===== config.mk =====
export PLATFORM = sky130hd
export DESIGN_NAME = edge_timed_uart_receiver_core
export DESIGN_NICKNAME = d
export VERILOG_FILES = /design/src/rtl/etur_pkg.sv /design/src/rtl/edge_timed_uart_receiver_core.sv
export SDC_FILE = /design/constraint.sdc
export NUM_CORES = 1
export LEC_CHECK = 0
export BUFFER_PORTS_ARGS = -buffer_cell sky130_fd_sc_hd__buf_2
export CAP_MARGIN = 15
export CORE_MARGIN = 4
export CORE_UTILIZATION = 63
export DETAILED_ROUTE_END_ITERATION = 12
export HOLD_SLACK_MARGIN = 0.08
export PLACE_DENSITY = 0.8
export SLEW_MARGIN = 25
export SYNTH_ARGS = -nofsm -noshare
export SYNTH_HDL_FRONTEND = slang
export SYNTH_SLANG_ARGS = --single-unit

===== constraint.sdc =====
create_clock -name clk -period 4.6 [get_ports clk]
set_input_delay 0.92 -clock clk [delete_from_list [all_inputs] [get_ports clk]]
set_output_delay 0.92 -clock clk [all_outputs]
set_load 0.05 [all_outputs]

===== src/rtl/etur_pkg.sv =====
// ----------------------------------------------------------------------------
// Edge-timed UART receiver package
// Stream widths, frame constants and command codes.
// ----------------------------------------------------------------------------
package etur_pkg;

  localparam int IN_TDATA_W  = 40;
  localparam int OUT_TDATA_W = 16;
  localparam int PERIOD_W    = 16;
  localparam int IDX_W       = 4;
  localparam int LEVEL_W     = 6;

  localparam logic [IDX_W-1:0]    FRAME_BITS   = 4'd10;
  localparam logic [PERIOD_W-1:0] PERIOD_RESET = 16'd104;

  // Ten bit periods of the longest setting fit in this width.
  localparam int ACC_W = 20;

  localparam logic CMD_EDGE = 1'b0;
  localparam logic CMD_POP  = 1'b1;

endpackage


===== src/rtl/edge_timed_uart_receiver_core.sv =====
// ----------------------------------------------------------------------------
// Edge-timed UART receiver core
// An edge in a frame passes the subtract state, the ten-step bit count
// compare loop and the apply state; a pop passes the FIFO memory read, and
// an edge outside a frame goes straight to the output state. The next
// request is taken in the cycle after the output register is loaded, which
// waits out an output stall, so one request is through before the next.
// Reset is synchronous; the FIFO memory is not cleared and needs no pass.
// ----------------------------------------------------------------------------
module edge_timed_uart_receiver_core #(
  parameter int FIFO_DEPTH = 64,
  parameter int TIME_BITS  = 32
) (
  input  logic                              clk,
  input  logic                              rst_n,
  input  logic                              in_tvalid,
  output logic                              in_tready,
  // line_level [0], event_time_us [32:1], zero fill
  input  logic [etur_pkg::IN_TDATA_W-1:0]   in_tdata,
  // cmd [0]
  input  logic                              in_tuser,
  output logic                              out_tvalid,
  input  logic                              out_tready,
  // byte_value [7:0], fifo_level [13:8], overrun [14], zero fill
  output logic [etur_pkg::OUT_TDATA_W-1:0]  out_tdata,
  // byte_valid [0]
  output logic                              out_tuser,
  input  logic                              cfg_valid,
  output logic                              cfg_ready,
  input  logic [etur_pkg::PERIOD_W-1:0]     cfg_data
);
  import etur_pkg::*;

  localparam int AW = $clog2(FIFO_DEPTH);
  localparam int CW = (TIME_BITS + 1 > ACC_W) ? TIME_BITS + 1 : ACC_W;
  localparam logic [AW-1:0] LAST_ADDR = AW'(FIFO_DEPTH - 1);

  localparam logic [2:0] S_IDLE  = 3'd0;
  localparam logic [2:0] S_SUB   = 3'd1;
  localparam logic [2:0] S_CNT   = 3'd2;
  localparam logic [2:0] S_APPLY = 3'd3;
  localparam logic [2:0] S_POP   = 3'd4;
  localparam logic [2:0] S_OUT   = 3'd5;

  logic [7:0] fifo_mem [FIFO_DEPTH];
  logic [7:0] rd_data_r;

  logic [2:0]           state_r, state_nxt;
  logic [PERIOD_W-1:0]  period_r, period_nxt;
  logic                 active_r, active_nxt;
  logic [TIME_BITS-1:0] start_r, start_nxt;
  logic [IDX_W-1:0]     bit_idx_r, bit_idx_nxt;
  logic [7:0]           shift_r, shift_nxt;
  logic [AW-1:0]        head_r, head_nxt;
  logic [AW-1:0]        tail_r, tail_nxt;
  logic [TIME_BITS-1:0] now_r, now_nxt;
  logic                 high_r, high_nxt;
  logic [TIME_BITS:0]   tph_r, tph_nxt;
  logic [ACC_W-1:0]     acc_r, acc_nxt;
  logic [IDX_W-1:0]     k_r, k_nxt;
  logic [IDX_W-1:0]     target_r, target_nxt;
  logic [7:0]           res_byte_r, res_byte_nxt;
  logic                 res_valid_r, res_valid_nxt;
  logic                 res_ovr_r, res_ovr_nxt;
  logic                 out_tvalid_r, out_tvalid_nxt;
  logic [7:0]           out_byte_r, out_byte_nxt;
  logic                 out_bvalid_r, out_bvalid_nxt;
  logic [LEVEL_W-1:0]   out_level_r, out_level_nxt;
  logic                 out_ovr_r, out_ovr_nxt;

  logic                 mem_we;
  logic [7:0]           mem_wdata;
  logic                 in_acc;
  logic [TIME_BITS+31:0] time_ext;
  logic [AW-1:0]        head_inc, tail_inc;
  logic [AW:0]          count;
  logic [AW+LEVEL_W:0]  count_ext;
  logic [7:0]           shift_upd;

  assign in_tready  = (state_r == S_IDLE);
  assign in_acc     = in_tvalid && in_tready;
  assign cfg_ready  = 1'b1;
  assign out_tvalid = out_tvalid_r;
  assign out_tuser  = out_bvalid_r;
  assign out_tdata  = {1'b0, out_ovr_r, out_level_r, out_byte_r};

  assign time_ext = {{TIME_BITS{1'b0}}, in_tdata[32:1]};
  assign head_inc = (head_r == LAST_ADDR) ? '0 : head_r + 1'b1;
  assign tail_inc = (tail_r == LAST_ADDR) ? '0 : tail_r + 1'b1;

  always_comb begin
    count = {1'b0, head_r} - {1'b0, tail_r};
    if (head_r < tail_r) begin
      count = count + (AW+1)'(FIFO_DEPTH);
    end
    count_ext = (AW+LEVEL_W+1)'(count);
  end

  always_comb begin
    shift_upd = shift_r;
    for (int j = 0; j < 8; j++) begin
      if (!high_r && (4'(j + 1) >= bit_idx_r) && (4'(j + 1) < target_r)) begin
        shift_upd[j] = 1'b1;
      end
    end
  end

  always_comb begin
    state_nxt      = state_r;
    period_nxt     = period_r;
    active_nxt     = active_r;
    start_nxt      = start_r;
    bit_idx_nxt    = bit_idx_r;
    shift_nxt      = shift_r;
    head_nxt       = head_r;
    tail_nxt       = tail_r;
    now_nxt        = now_r;
    high_nxt       = high_r;
    tph_nxt        = tph_r;
    acc_nxt        = acc_r;
    k_nxt          = k_r;
    target_nxt     = target_r;
    res_byte_nxt   = res_byte_r;
    res_valid_nxt  = res_valid_r;
    res_ovr_nxt    = res_ovr_r;
    out_tvalid_nxt = out_tvalid_r;
    out_byte_nxt   = out_byte_r;
    out_bvalid_nxt = out_bvalid_r;
    out_level_nxt  = out_level_r;
    out_ovr_nxt    = out_ovr_r;
    mem_we         = 1'b0;
    mem_wdata      = shift_upd;

    if (cfg_valid && cfg_ready) begin
      period_nxt = (cfg_data == '0) ? PERIOD_W'(1) : cfg_data;
    end

    if (out_tvalid_r && out_tready) begin
      out_tvalid_nxt = 1'b0;
    end

    case (state_r)
      S_IDLE: begin
        if (in_acc) begin
          now_nxt       = time_ext[TIME_BITS-1:0];
          high_nxt      = in_tdata[0];
          res_byte_nxt  = '0;
          res_valid_nxt = 1'b0;
          res_ovr_nxt   = 1'b0;
          if (in_tuser == CMD_POP) begin
            state_nxt = S_POP;
          end else if (active_r) begin
            state_nxt = S_SUB;
          end else begin
            if (!in_tdata[0]) begin
              active_nxt  = 1'b1;
              start_nxt   = time_ext[TIME_BITS-1:0];
              bit_idx_nxt = '0;
              shift_nxt   = '0;
            end
            state_nxt = S_OUT;
          end
        end
      end
      S_SUB: begin
        tph_nxt    = {1'b0, now_r - start_r} + (TIME_BITS+1)'(period_r >> 1);
        acc_nxt    = ACC_W'(period_r);
        k_nxt      = IDX_W'(1);
        target_nxt = '0;
        state_nxt  = S_CNT;
      end
      S_CNT: begin
        if (CW'(acc_r) <= CW'(tph_r)) begin
          target_nxt = target_r + 1'b1;
        end
        acc_nxt = acc_r + ACC_W'(period_r);
        if (k_r == FRAME_BITS) begin
          state_nxt = S_APPLY;
        end else begin
          k_nxt = k_r + 1'b1;
        end
      end
      S_APPLY: begin
        if (target_r > bit_idx_r) begin
          if (target_r >= FRAME_BITS) begin
            mem_we        = 1'b1;
            res_byte_nxt  = shift_upd;
            res_valid_nxt = 1'b1;
            head_nxt      = head_inc;
            if (head_inc == tail_r) begin
              tail_nxt    = tail_inc;
              res_ovr_nxt = 1'b1;
            end
            if (high_r) begin
              active_nxt = 1'b0;
            end else begin
              start_nxt = now_r;
            end
            bit_idx_nxt = '0;
            shift_nxt   = '0;
          end else begin
            bit_idx_nxt = target_r;
            shift_nxt   = shift_upd;
          end
        end
        state_nxt = S_OUT;
      end
      S_POP: begin
        if (head_r != tail_r) begin
          res_byte_nxt  = rd_data_r;
          res_valid_nxt = 1'b1;
          tail_nxt      = tail_inc;
        end
        state_nxt = S_OUT;
      end
      S_OUT: begin
        if (!out_tvalid_r || out_tready) begin
          out_tvalid_nxt = 1'b1;
          out_byte_nxt   = res_byte_r;
          out_bvalid_nxt = res_valid_r;
          out_level_nxt  = count_ext[LEVEL_W-1:0];
          out_ovr_nxt    = res_ovr_r;
          state_nxt      = S_IDLE;
        end
      end
      default: begin
        state_nxt = S_IDLE;
      end
    endcase
  end

  always_ff @(posedge clk) begin
    if (mem_we) begin
      fifo_mem[head_r] <= mem_wdata;
    end
    rd_data_r <= fifo_mem[tail_r];
  end

  always_ff @(posedge clk) begin
    if (!rst_n) begin
      state_r      <= S_IDLE;
      period_r     <= PERIOD_RESET;
      active_r     <= 1'b0;
      start_r      <= '0;
      bit_idx_r    <= '0;
      shift_r      <= '0;
      head_r       <= '0;
      tail_r       <= '0;
      out_tvalid_r <= 1'b0;
    end else begin
      state_r      <= state_nxt;
      period_r     <= period_nxt;
      active_r     <= active_nxt;
      start_r      <= start_nxt;
      bit_idx_r    <= bit_idx_nxt;
      shift_r      <= shift_nxt;
      head_r       <= head_nxt;
      tail_r       <= tail_nxt;
      out_tvalid_r <= out_tvalid_nxt;
    end
  end

  always_ff @(posedge clk) begin
    now_r       <= now_nxt;
    high_r      <= high_nxt;
    tph_r       <= tph_nxt;
    acc_r       <= acc_nxt;
    k_r         <= k_nxt;
    target_r    <= target_nxt;
    res_byte_r  <= res_byte_nxt;
    res_valid_r <= res_valid_nxt;
    res_ovr_r   <= res_ovr_nxt;
    out_byte_r  <= out_byte_nxt;
    out_bvalid_r <= out_bvalid_nxt;
    out_level_r <= out_level_nxt;
    out_ovr_r   <= out_ovr_nxt;
  end

endmodule


==> results.ini, run 1 <==
[floorplanning]
start_util_pct = 63.7
fp-row-count = 82
ios = 82
core-area_um2 = 50200
dieWidth_um = 233
die_area_um2 = 54400
die_h_um = 233

[logic_synthesis]
ys_seq_elements = 717
seq_area_frac_synth_pct = 64.7
synth-main-ff-cell = edfxtp_1
synth_edf_count = 632
ys_warn_count = 0
synth.top_cell.area_share_pct = 59.3
synthTopCellsByArea = edfxtp_1 59%, mux4_2 12%, dfxtp_1 5.3%
avgSynthCellArea_um2 = 14.9
syn_nets = 2309
synth_area_um2 = 32000
synth.distinct_cells = 79
ys_async_sr_fraction_pct = 0
synth_top_cells_by_count = 632 x edfxtp_1, 203 x nor2_1, 169 x nand2_1
yosys.area.top_type = edfxtp_1
yosysMostFrequentCell = edfxtp_1
syn_inst = 2145

[global_routing]
grt_pass1_vias = 19424
grt_pass1_wl_um = 118000
gr-usage-all-layers_pct = 29.0
grt-ovfl-total = 0
grt_max_degree = 67
antenna_found_initial = 2

[setup_path]
path_cells = inv_1, ha_1, nor2b_1, o31a_2, o31a_2, a21oi_1, ha_1, o21ai_0, a21oi_1, o41a_1, a31oi_2, nor3b_1, o31ai_2, nand4_1, buf_4, a2111oi_4, nand4_1, xnor2_1
critical_path.top_delay_family = compound AO/OA/AOI/OAI gates
crit_path_max_incr_delay_ns = 0.40
setup.worst_path.end_class = register
crit_buf_inv = 2
critPathMaxFanout = 4
crit_slowest_cell = dfxtp_1
timing_worst_setup_path_type = reg -> reg
arrival_ns = 4.78
start_kind = register
cp.required_ns = 4.96

[route]
drt_iter0_drc = 2170
antenna_left = 0
routedWlPerCell_um = 26.3
drtPass1Iterations = 6
routed_via_density = 6.56
routed-via-count = 19456
drt_wl_total_um = 78000
drc_errors = 0

[cells_and_area]
nNetsFinal = 2403
post-route-util_pct = 70.6
fin_cells = 2964
fillerInstances = 3031
drive_gt1_share_pct = 18.4
areaGrowthSynthToFinish_pct = 10.8
design_area_um2 = 35400

[timing]
final.setup_skew_ns = 0.0270
fin_crit_sh_pct = 96.1
worst_hold_slack_ns = 0.419
timing.final.ws_setup_ns = 0.179
max_freq_mhz = 226
setup_viol = 0
tightest_slew_ns = 1.04
finalMaxSlewViolations = 0
finalHoldViolCount = 0
fin_crit_ns = 4.42
slew_headroom_pct = 30.7

[power]
power_density_nw_per_um2 = 548
vdd_drop_max_mv = 0.362
power_frac_clock_pct = 28.4
internal_power_mw = 13.3
switching_share_pct = 31.3
p_leak_nw = 12.0
combPwrFrac_pct = 28.2
switchingPower_mw = 6.09
power_frac_seq_pct = 43.4

[job]
cap_violations = 0

[placement]
dpl_cell_area_um2 = 33200
port_buffers = 72
post-place-cells = 2835
pre_cts_ws_ns = 0.0267
hpwl_um = 47400
globalplace.congestion = 0.892

[clock_network]
postCtsHoldBufs = 0
cts_tree = yes
cts_htree_levels = 3
numCtsBuffers = 70
clkTransAtPathRegs_ns = 0.06
clock-sinks = 717
clockBufferDepth = 3
clk-insertion-delay-late_ns = 0.62
ctsRootBufferMaster = clkbuf_16

[worst_hold_path]
hp-class = reg -> reg

[status]
status = finished, final reports clean

-- layer usage --
layer	up-vias	track usage, %	wire length, um
met5	-	0	25
met4	4	12.6	3560
met3	234	6.38	7640
met2	1179	47.9	38900
met1	9628	37.6	27900
li1	8411	-	-
-- power groups by stage --
stage,combinational (mW),sequential (mW),clock [mW]
global route,5.95,8.48,5.87
floorplan,3.93,8.41,0
global placement,5.05,8.54,0
CTS,5.34,8.43,5.57
detailed placement,5.27,8.57,0
finish,5.48,8.43,5.51
-- path summary, 6_finish.rpt --
check / from / endpoint / cells past startpoint / slack (ns)
max: start_r[1] / tph_r[31] / 18 / 0.18
min: res_ovr_r / out_ovr_r / 0 / 0.42
max reg2reg: start_r[1] / tph_r[31] / 18 / 0.18
min reg2reg: res_ovr_r / out_ovr_r / 0 / 0.42
-- cell type report --
| class | instances | area (um2) | share of cell area, % |
|---|---|---|---|
| clock buffers | 96 | 1890 | 5.34 |
| inverters | 111 | 430 | 1.21 |
| well taps | 672 | 841 | 2.37 |
| clock inverters | 28 | 284 | 0.802 |
| multi-input cells | 1224 | 10600 | 29.8 |
| repair buffers | 115 | 733 | 2.07 |
| diodes | 1 | 2.50 | 0.00706 |
| flip-flops and latches | 717 | 20700 | 58.4 |
-- stage by stage --
step,TNS (ns),total power [mW]
2_1_floorplan,0,12.3
3_3_place_gp,0,13.6
3_5_place_dp,0,13.8
4_1_cts,0,19.3
5_1_grt,-0.0761,20.3
6_report,0,19.4
-- cells by family after synthesis --
kind of cell	after synthesis	synth area share (%)
AND/OR/NAND/NOR	528	7.39
buffers and inverters	204	2.49
XOR/XNOR	89	2.46
multiplexers	186	12.4
AO/OA/AOI/OAI	317	6.50
adder cells (fa/ha/maj)	102	4.08
other	2	0.0235
flip-flops	717	64.7
-- registers in the layout, indices dropped and copies added, names as in the netlist, 16 cells and up --
name,count
fifo_mem,512
tph_r,33
now_r,32
start_r,32
acc_r,20
period_r,16
-- cell usage in the layout, fill, tap and decap left out, types with 11 or more instances in the layout --
master     instances
ha_1              98
o21ai_0           69
nor2b_1           14
buf_2             72
mux2i_1           18
nand3_1           31
xnor2_1           59
nand4_1           15
a311oi_1          34
xor2_1            29
a21o_1            24
nor3_1            26
nor4_1            11
buf_4             39
edfxtp_1         632
inv_1            101
nor2_1           202
nand2_1          169
dfxtp_1           83
clkinv_2          13
clkbuf_1          23
mux4_2           168
o21a_1            11
clkbuf_16         71
a21oi_1           92
-- repair_timing --
action / CTS / global route
setup buffers: 0 / 4
pin swaps: 0 / 6
endpoints found under the setup margin: 3 / 13
gates resized for setup: 1 / 10
Note: power is estimated with default switching activity, not from simulation.
==> run 2: changes to the inputs <==
CTS_CLUSTER_SIZE = 24   (was not set)
RECOVER_POWER = 100   (was not set)
SKIP_LAST_GASP = 1   (was not set)
==> run 2 against run 1 <==
Compared with the run above: the flow now finishes with violations (max-capacitance violations, max-slew violations); final cell count barely moved; wire length grew 0.24%; largest power group unchanged; sequential cell count did not move; sequential share of layout area increased by 0.18 points; die area did not move; count of clock-buffer cells in the layout unchanged; power grew 0.18%.
==> results.ini, run 2 (synthesis results as in run 1) <==
[status]
status = finished, violations left
violations = max-capacitance violations, max-slew violations

[route]
routed-via-count = 19413
antenna_left = 0
routed_via_density = 6.55
drc_errors = 0
routedWlPerCell_um = 26.4
drt_wl_total_um = 78200
drtPass1Iterations = 6
drt_iter0_drc = 2181

[job]
cap_violations = 11

[setup_path]
cp.required_ns = 4.94
start_kind = register
timing_worst_setup_path_type = reg -> reg
arrival_ns = 4.74
critPathMaxFanout = 5
setup.worst_path.end_class = register

[worst_hold_path]
hp-class = reg -> reg

[placement]
hpwl_um = 47400
port_buffers = 72
globalplace.congestion = 0.892

[cells_and_area]
largest_reg_flops = 512
drive_gt1_share_pct = 15.7
reg.largest.list = fifo_mem (512), tph_r (33)
seq_area_um2 = 20700
areaGrowthSynthToFinish_pct = 10.5
final_common_cell = edfxtp_1
multi_input_area_um2 = 10600
largest-register = fifo_mem
antenna_cells = 0
fillerInstances = 3064
final_cell_mix = 632 x edfxtp_1, 202 x nor2_1, 169 x nand2_1, 168 x mux4_2, 106 x inv_1
nNetsFinal = 2403

[timing]
final.setup_skew_ns = 0.0282
fin_setup_tns_ns = 0
fin_crit_ns = 4.41
worst_hold_slack_ns = 0.420
tightest_slew_ns = 2.62
finalHoldViolCount = 0
finalMaxSlewViolations = 595
fin_crit_sh_pct = 95.8
slew_headroom_pct = -75.9
setup_viol = 0
max_freq_mhz = 227

[global_routing]
grt_max_degree = 67
grt_pass1_wl_um = 118000
grt_pass1_vias = 19424
grt-ovfl-total = 0
gr-usage-all-layers_pct = 29.0
antenna_found_initial = 2

[power]
power_density_nw_per_um2 = 551
vdd_drop_max_mv = 0.361
power_mw = 19.5
p_leak_nw = 11.8

[clock_network]
numCtsBuffers = 70
ctsRootBufferMaster = clkbuf_16
cts_tree = yes
postCtsHoldBufs = 0
clockBufferDepth = 3
clock-sinks = 717
cts_htree_levels = 3
clk-insertion-delay-late_ns = 0.62
clkTransAtPathRegs_ns = 0.06

[floorplanning]
die_area_um2 = 54400
core-area_um2 = 50200
dieWidth_um = 233
die_h_um = 233
fp-row-count = 82
ios = 82
start_util_pct = 63.7

run 2: per-layer routing:
metal / vias up / part of all wire [%] / global-route usage (%)
li1: 8407 / - / -
met1: 9619 / 36 / 37.6
met2: 1152 / 50 / 47.9
met3: 231 / 9.5 / 6.38
met4: 4 / 4.7 / 12.6
met5: - / 0.027 / 0
run 2: worst paths after layout:
path	from	endpoint	cells past startpoint	slack, ns
worst min-delay path	res_ovr_r	out_ovr_r	0	0.42
worst max-delay path	start_r[1]	tph_r[22]	18	0.19
worst min register to register	res_ovr_r	out_ovr_r	0	0.42
worst max register to register	start_r[1]	tph_r[22]	18	0.19
run 2: worst max-delay path, stage by stage (launching register included):
cell and delay [ns]:
dfxtp_1 0.39, inv_1 0.06, ha_1 0.28, nor2b_1 0.14, o31a_2 0.32, o31a_2 0.34, o21ai_2 0.22, xnor2_1 0.16
ha_1 0.29, buf_4 0.15, a21o_1 0.16, a21o_1 0.18, a21oi_1 0.13, o21ai_0 0.14, a221oi_1 0.44, nand4b_1 0.31
nor3_4 0.11, buf_4 0.18, xor2_1 0.13
run 2: report_power, final:
part           internal (mW)  switching [mW]
clock                   3.08            2.44
combinational           2.12            3.33
sequential              8.16           0.323
run 2: final cells by class:
type | instances | share of cell area, %
flip-flops and latches | 717 | 58.6
multi-input cells | 1224 | 29.9
clock buffers | 96 | 5.35
well taps | 672 | 2.38
repair buffers | 115 | 1.80
inverters | 111 | 1.19
clock inverters | 28 | 0.804
run 2: timing repair:
item / 4_1_cts / 5_1_grt
setup buffers: 0 / 4
pin swaps: 0 / 6
endpoints found under the setup margin: 3 / 13
gates resized for setup: 1 / 10
run 2: metrics by stage:
stage	instances	instance area (um2)	worst slack, ns	utilization (%)
CTS	2959	35300	0.113	70.4
global placement	2835	33200	0.116	66.1
detailed placement	2835	33200	0.0267	66.1
floorplan	2145	32000	0.632	-
finish	2963	35300	0.193	70.4
global route	2963	35300	-0.0633	70.4
==> run 3: changes to the inputs <==
CORE_UTILIZATION = 52   (was 63)
PLACE_DENSITY = 0.68   (was 0.8)
==> run 3 against run 2 <==
Compared with the run above: the run still ends with max-capacitance violations, max-slew violations left; sequential share of layout area fell by 0.57 points; wire length down 8.3%; setup slack gained 0.15 ns; first-iteration DRC count is 21% lower; non-clock buffer count increased by 8; final cell count up 4.5%; register-to-register slack better by 0.15 ns; via count is 3.6% lower; critical path type unchanged; critical endpoint is now tph_r[29]; highest routed layer unchanged.
==> results.ini, run 3 (synthesis results as in run 1) <==
[route]
drtPass1Iterations = 6
drc_errors = 0
routedWlPerCell_um = 23.2
drt_wl_total_um = 71700
antenna_left = 0
routed-via-count = 18707
routed_via_density = 6.04
drt_iter0_drc = 1724

[cells_and_area]
largest_reg_flops = 512
areaGrowthSynthToFinish_pct = 11.5
largest-register = fifo_mem
reg.largest.list = fifo_mem (512), tph_r (33)
design_area_um2 = 35700
fillerInstances = 4637
drive_gt1_share_pct = 15.1
final_cell_mix = 632 x edfxtp_1, 203 x nor2_1, 169 x nand2_1, 168 x mux4_2, 106 x inv_1
fin_cells = 3096
final_common_cell = edfxtp_1
nNetsFinal = 2416
seq_area_um2 = 20700
multi_input_area_um2 = 10500
post-route-util_pct = 58.9

[timing]
worst_hold_slack_ns = 0.416
max_freq_mhz = 235
fin_crit_ns = 4.25
finalMaxSlewViolations = 549
tightest_slew_ns = 2.43
setup_viol = 0
fin_setup_tns_ns = 0
finalHoldViolCount = 0
final.setup_skew_ns = 0.0263
fin_crit_sh_pct = 92.5
rsz0062_at_grt = no
slew_headroom_pct = -63.2

[placement]
dpl_cell_area_um2 = 33400
globalplace.congestion = 0.848
port_buffers = 72
hpwl_um = 47100
post-place-cells = 2956

[global_routing]
antenna_found_initial = 3
gr-usage-all-layers_pct = 21.8
grt_max_degree = 65
grt-ovfl-total = 0
grt_pass1_wl_um = 111000
grt_pass1_vias = 18448

[clock_network]
numCtsBuffers = 75
ctsRootBufferMaster = clkbuf_16
clkTransAtPathRegs_ns = 0.06
clock-sinks = 717
cts_htree_levels = 3
clk-insertion-delay-late_ns = 0.62
clockBufferDepth = 3
postCtsHoldBufs = 0
cts_tree = yes

[setup_path]
worstReg2RegStart = now_r[0]
reg2reg_depth = 20
cp.required_ns = 4.95
start_kind = register
crit_path_start = now_r[0]
endpoint = tph_r[29]
arrival_ns = 4.61
critPathMaxFanout = 4
regToRegEndpoint = tph_r[29]
setup.worst_path.end_class = register
timing_worst_setup_path_type = reg -> reg
r2r_slack_ns = 0.35

[power]
power_density_nw_per_um2 = 553
p_leak_nw = 11.8
vdd_drop_max_mv = 0.332

[floorplanning]
core-area_um2 = 60600
start_util_pct = 52.8
die_area_um2 = 65500
dieWidth_um = 256
ios = 82
die_h_um = 256
fp-row-count = 90

[job]
cap_violations = 12

[status]
violations = max-capacitance violations, max-slew violations
status = finished, violations left

[worst_hold_path]
hp-class = reg -> reg

## run 3: cell types whose count changed in the layout (fill, tap and decap cells not counted), sizes merged
| cell | previous run | this run |
|---|---|---|
| clkinv | 20 | 31 |
| clkinvlp | 5 | 11 |
| diode | 0 | 1 |
| buf | 57 | 37 |
| bufinv | 3 | 7 |
| clkbuf | 154 | 175 |
## run 3: per-stage QoR
step,worst slack (ns),total power [mW]
floorplan,0.632,12.3
global placement,0.225,13.6
detailed placement,0.157,13.8
CTS,0.0990,19.8
global route,0.0153,20.7
finish,0.347,19.7
## run 3: cell type report
| type | count | share of cell area [%] |
|---|---|---|
| multi-input cells | 1224 | 29.5 |
| well taps | 782 | 2.74 |
| flip-flops and latches | 717 | 58.0 |
| clock inverters | 49 | 1.49 |
| inverters | 111 | 1.18 |
| repair buffers | 123 | 1.66 |
| clock buffers | 89 | 5.44 |
| diodes | 1 | 0.00702 |
## run 3: report_power, final
part,switching [mW],internal (mW)
Combinational,3.17,2.06
Clock,2.56,3.46
Sequential,0.310,8.15
Total,6.04,13.7
## run 3: worst min path at each step
stage / startpoint / endpoint / slack, ns / cells past startpoint
after detailed placement: res_byte_r[5] / out_byte_r[5] / 0.40 / 0
after floorplan: res_byte_r[0] / out_byte_r[0] / 0.40 / 0
after global routing: res_byte_r[1] / out_byte_r[1] / 0.43 / 0
after global placement: res_byte_r[6] / out_byte_r[6] / 0.41 / 0
after CTS: res_byte_r[5] / out_byte_r[5] / 0.42 / 0
final: res_byte_r[5] / out_byte_r[5] / 0.42 / 0
## run 3: critical path: stages, from the launching register on
cell      delay, ns
edfxtp_1       0.34
inv_1          0.05
ha_1           0.21
fa_1           0.41
nand2b_1       0.21
a21oi_1        0.23
nor2_1         0.11
nor2_1         0.13
a31oi_1        0.11
xnor2_1        0.15
ha_1           0.35
nand2_1        0.09
nor2_1         0.14
a31oi_1        0.14
nor3b_1        0.19
o31ai_2        0.30
nand4_1        0.14
buf_4          0.20
nor3_2         0.22
nand3_1        0.13
xnor2_1        0.15
## run 3: metal layers
layer,vias up,wire length [um],global-route usage [%]
li1,8447,-,-
met1,9465,30200,31.2
met2,670,34300,34.6
met3,119,5410,4.43
met4,6,1700,5.84
met5,-,38,0
## run 3: what timing repair did
action | in CTS | in global routing
endpoints found under the setup margin | 0 | 13
resized for setup | 0 | 5
buffers inserted | 0 | 1
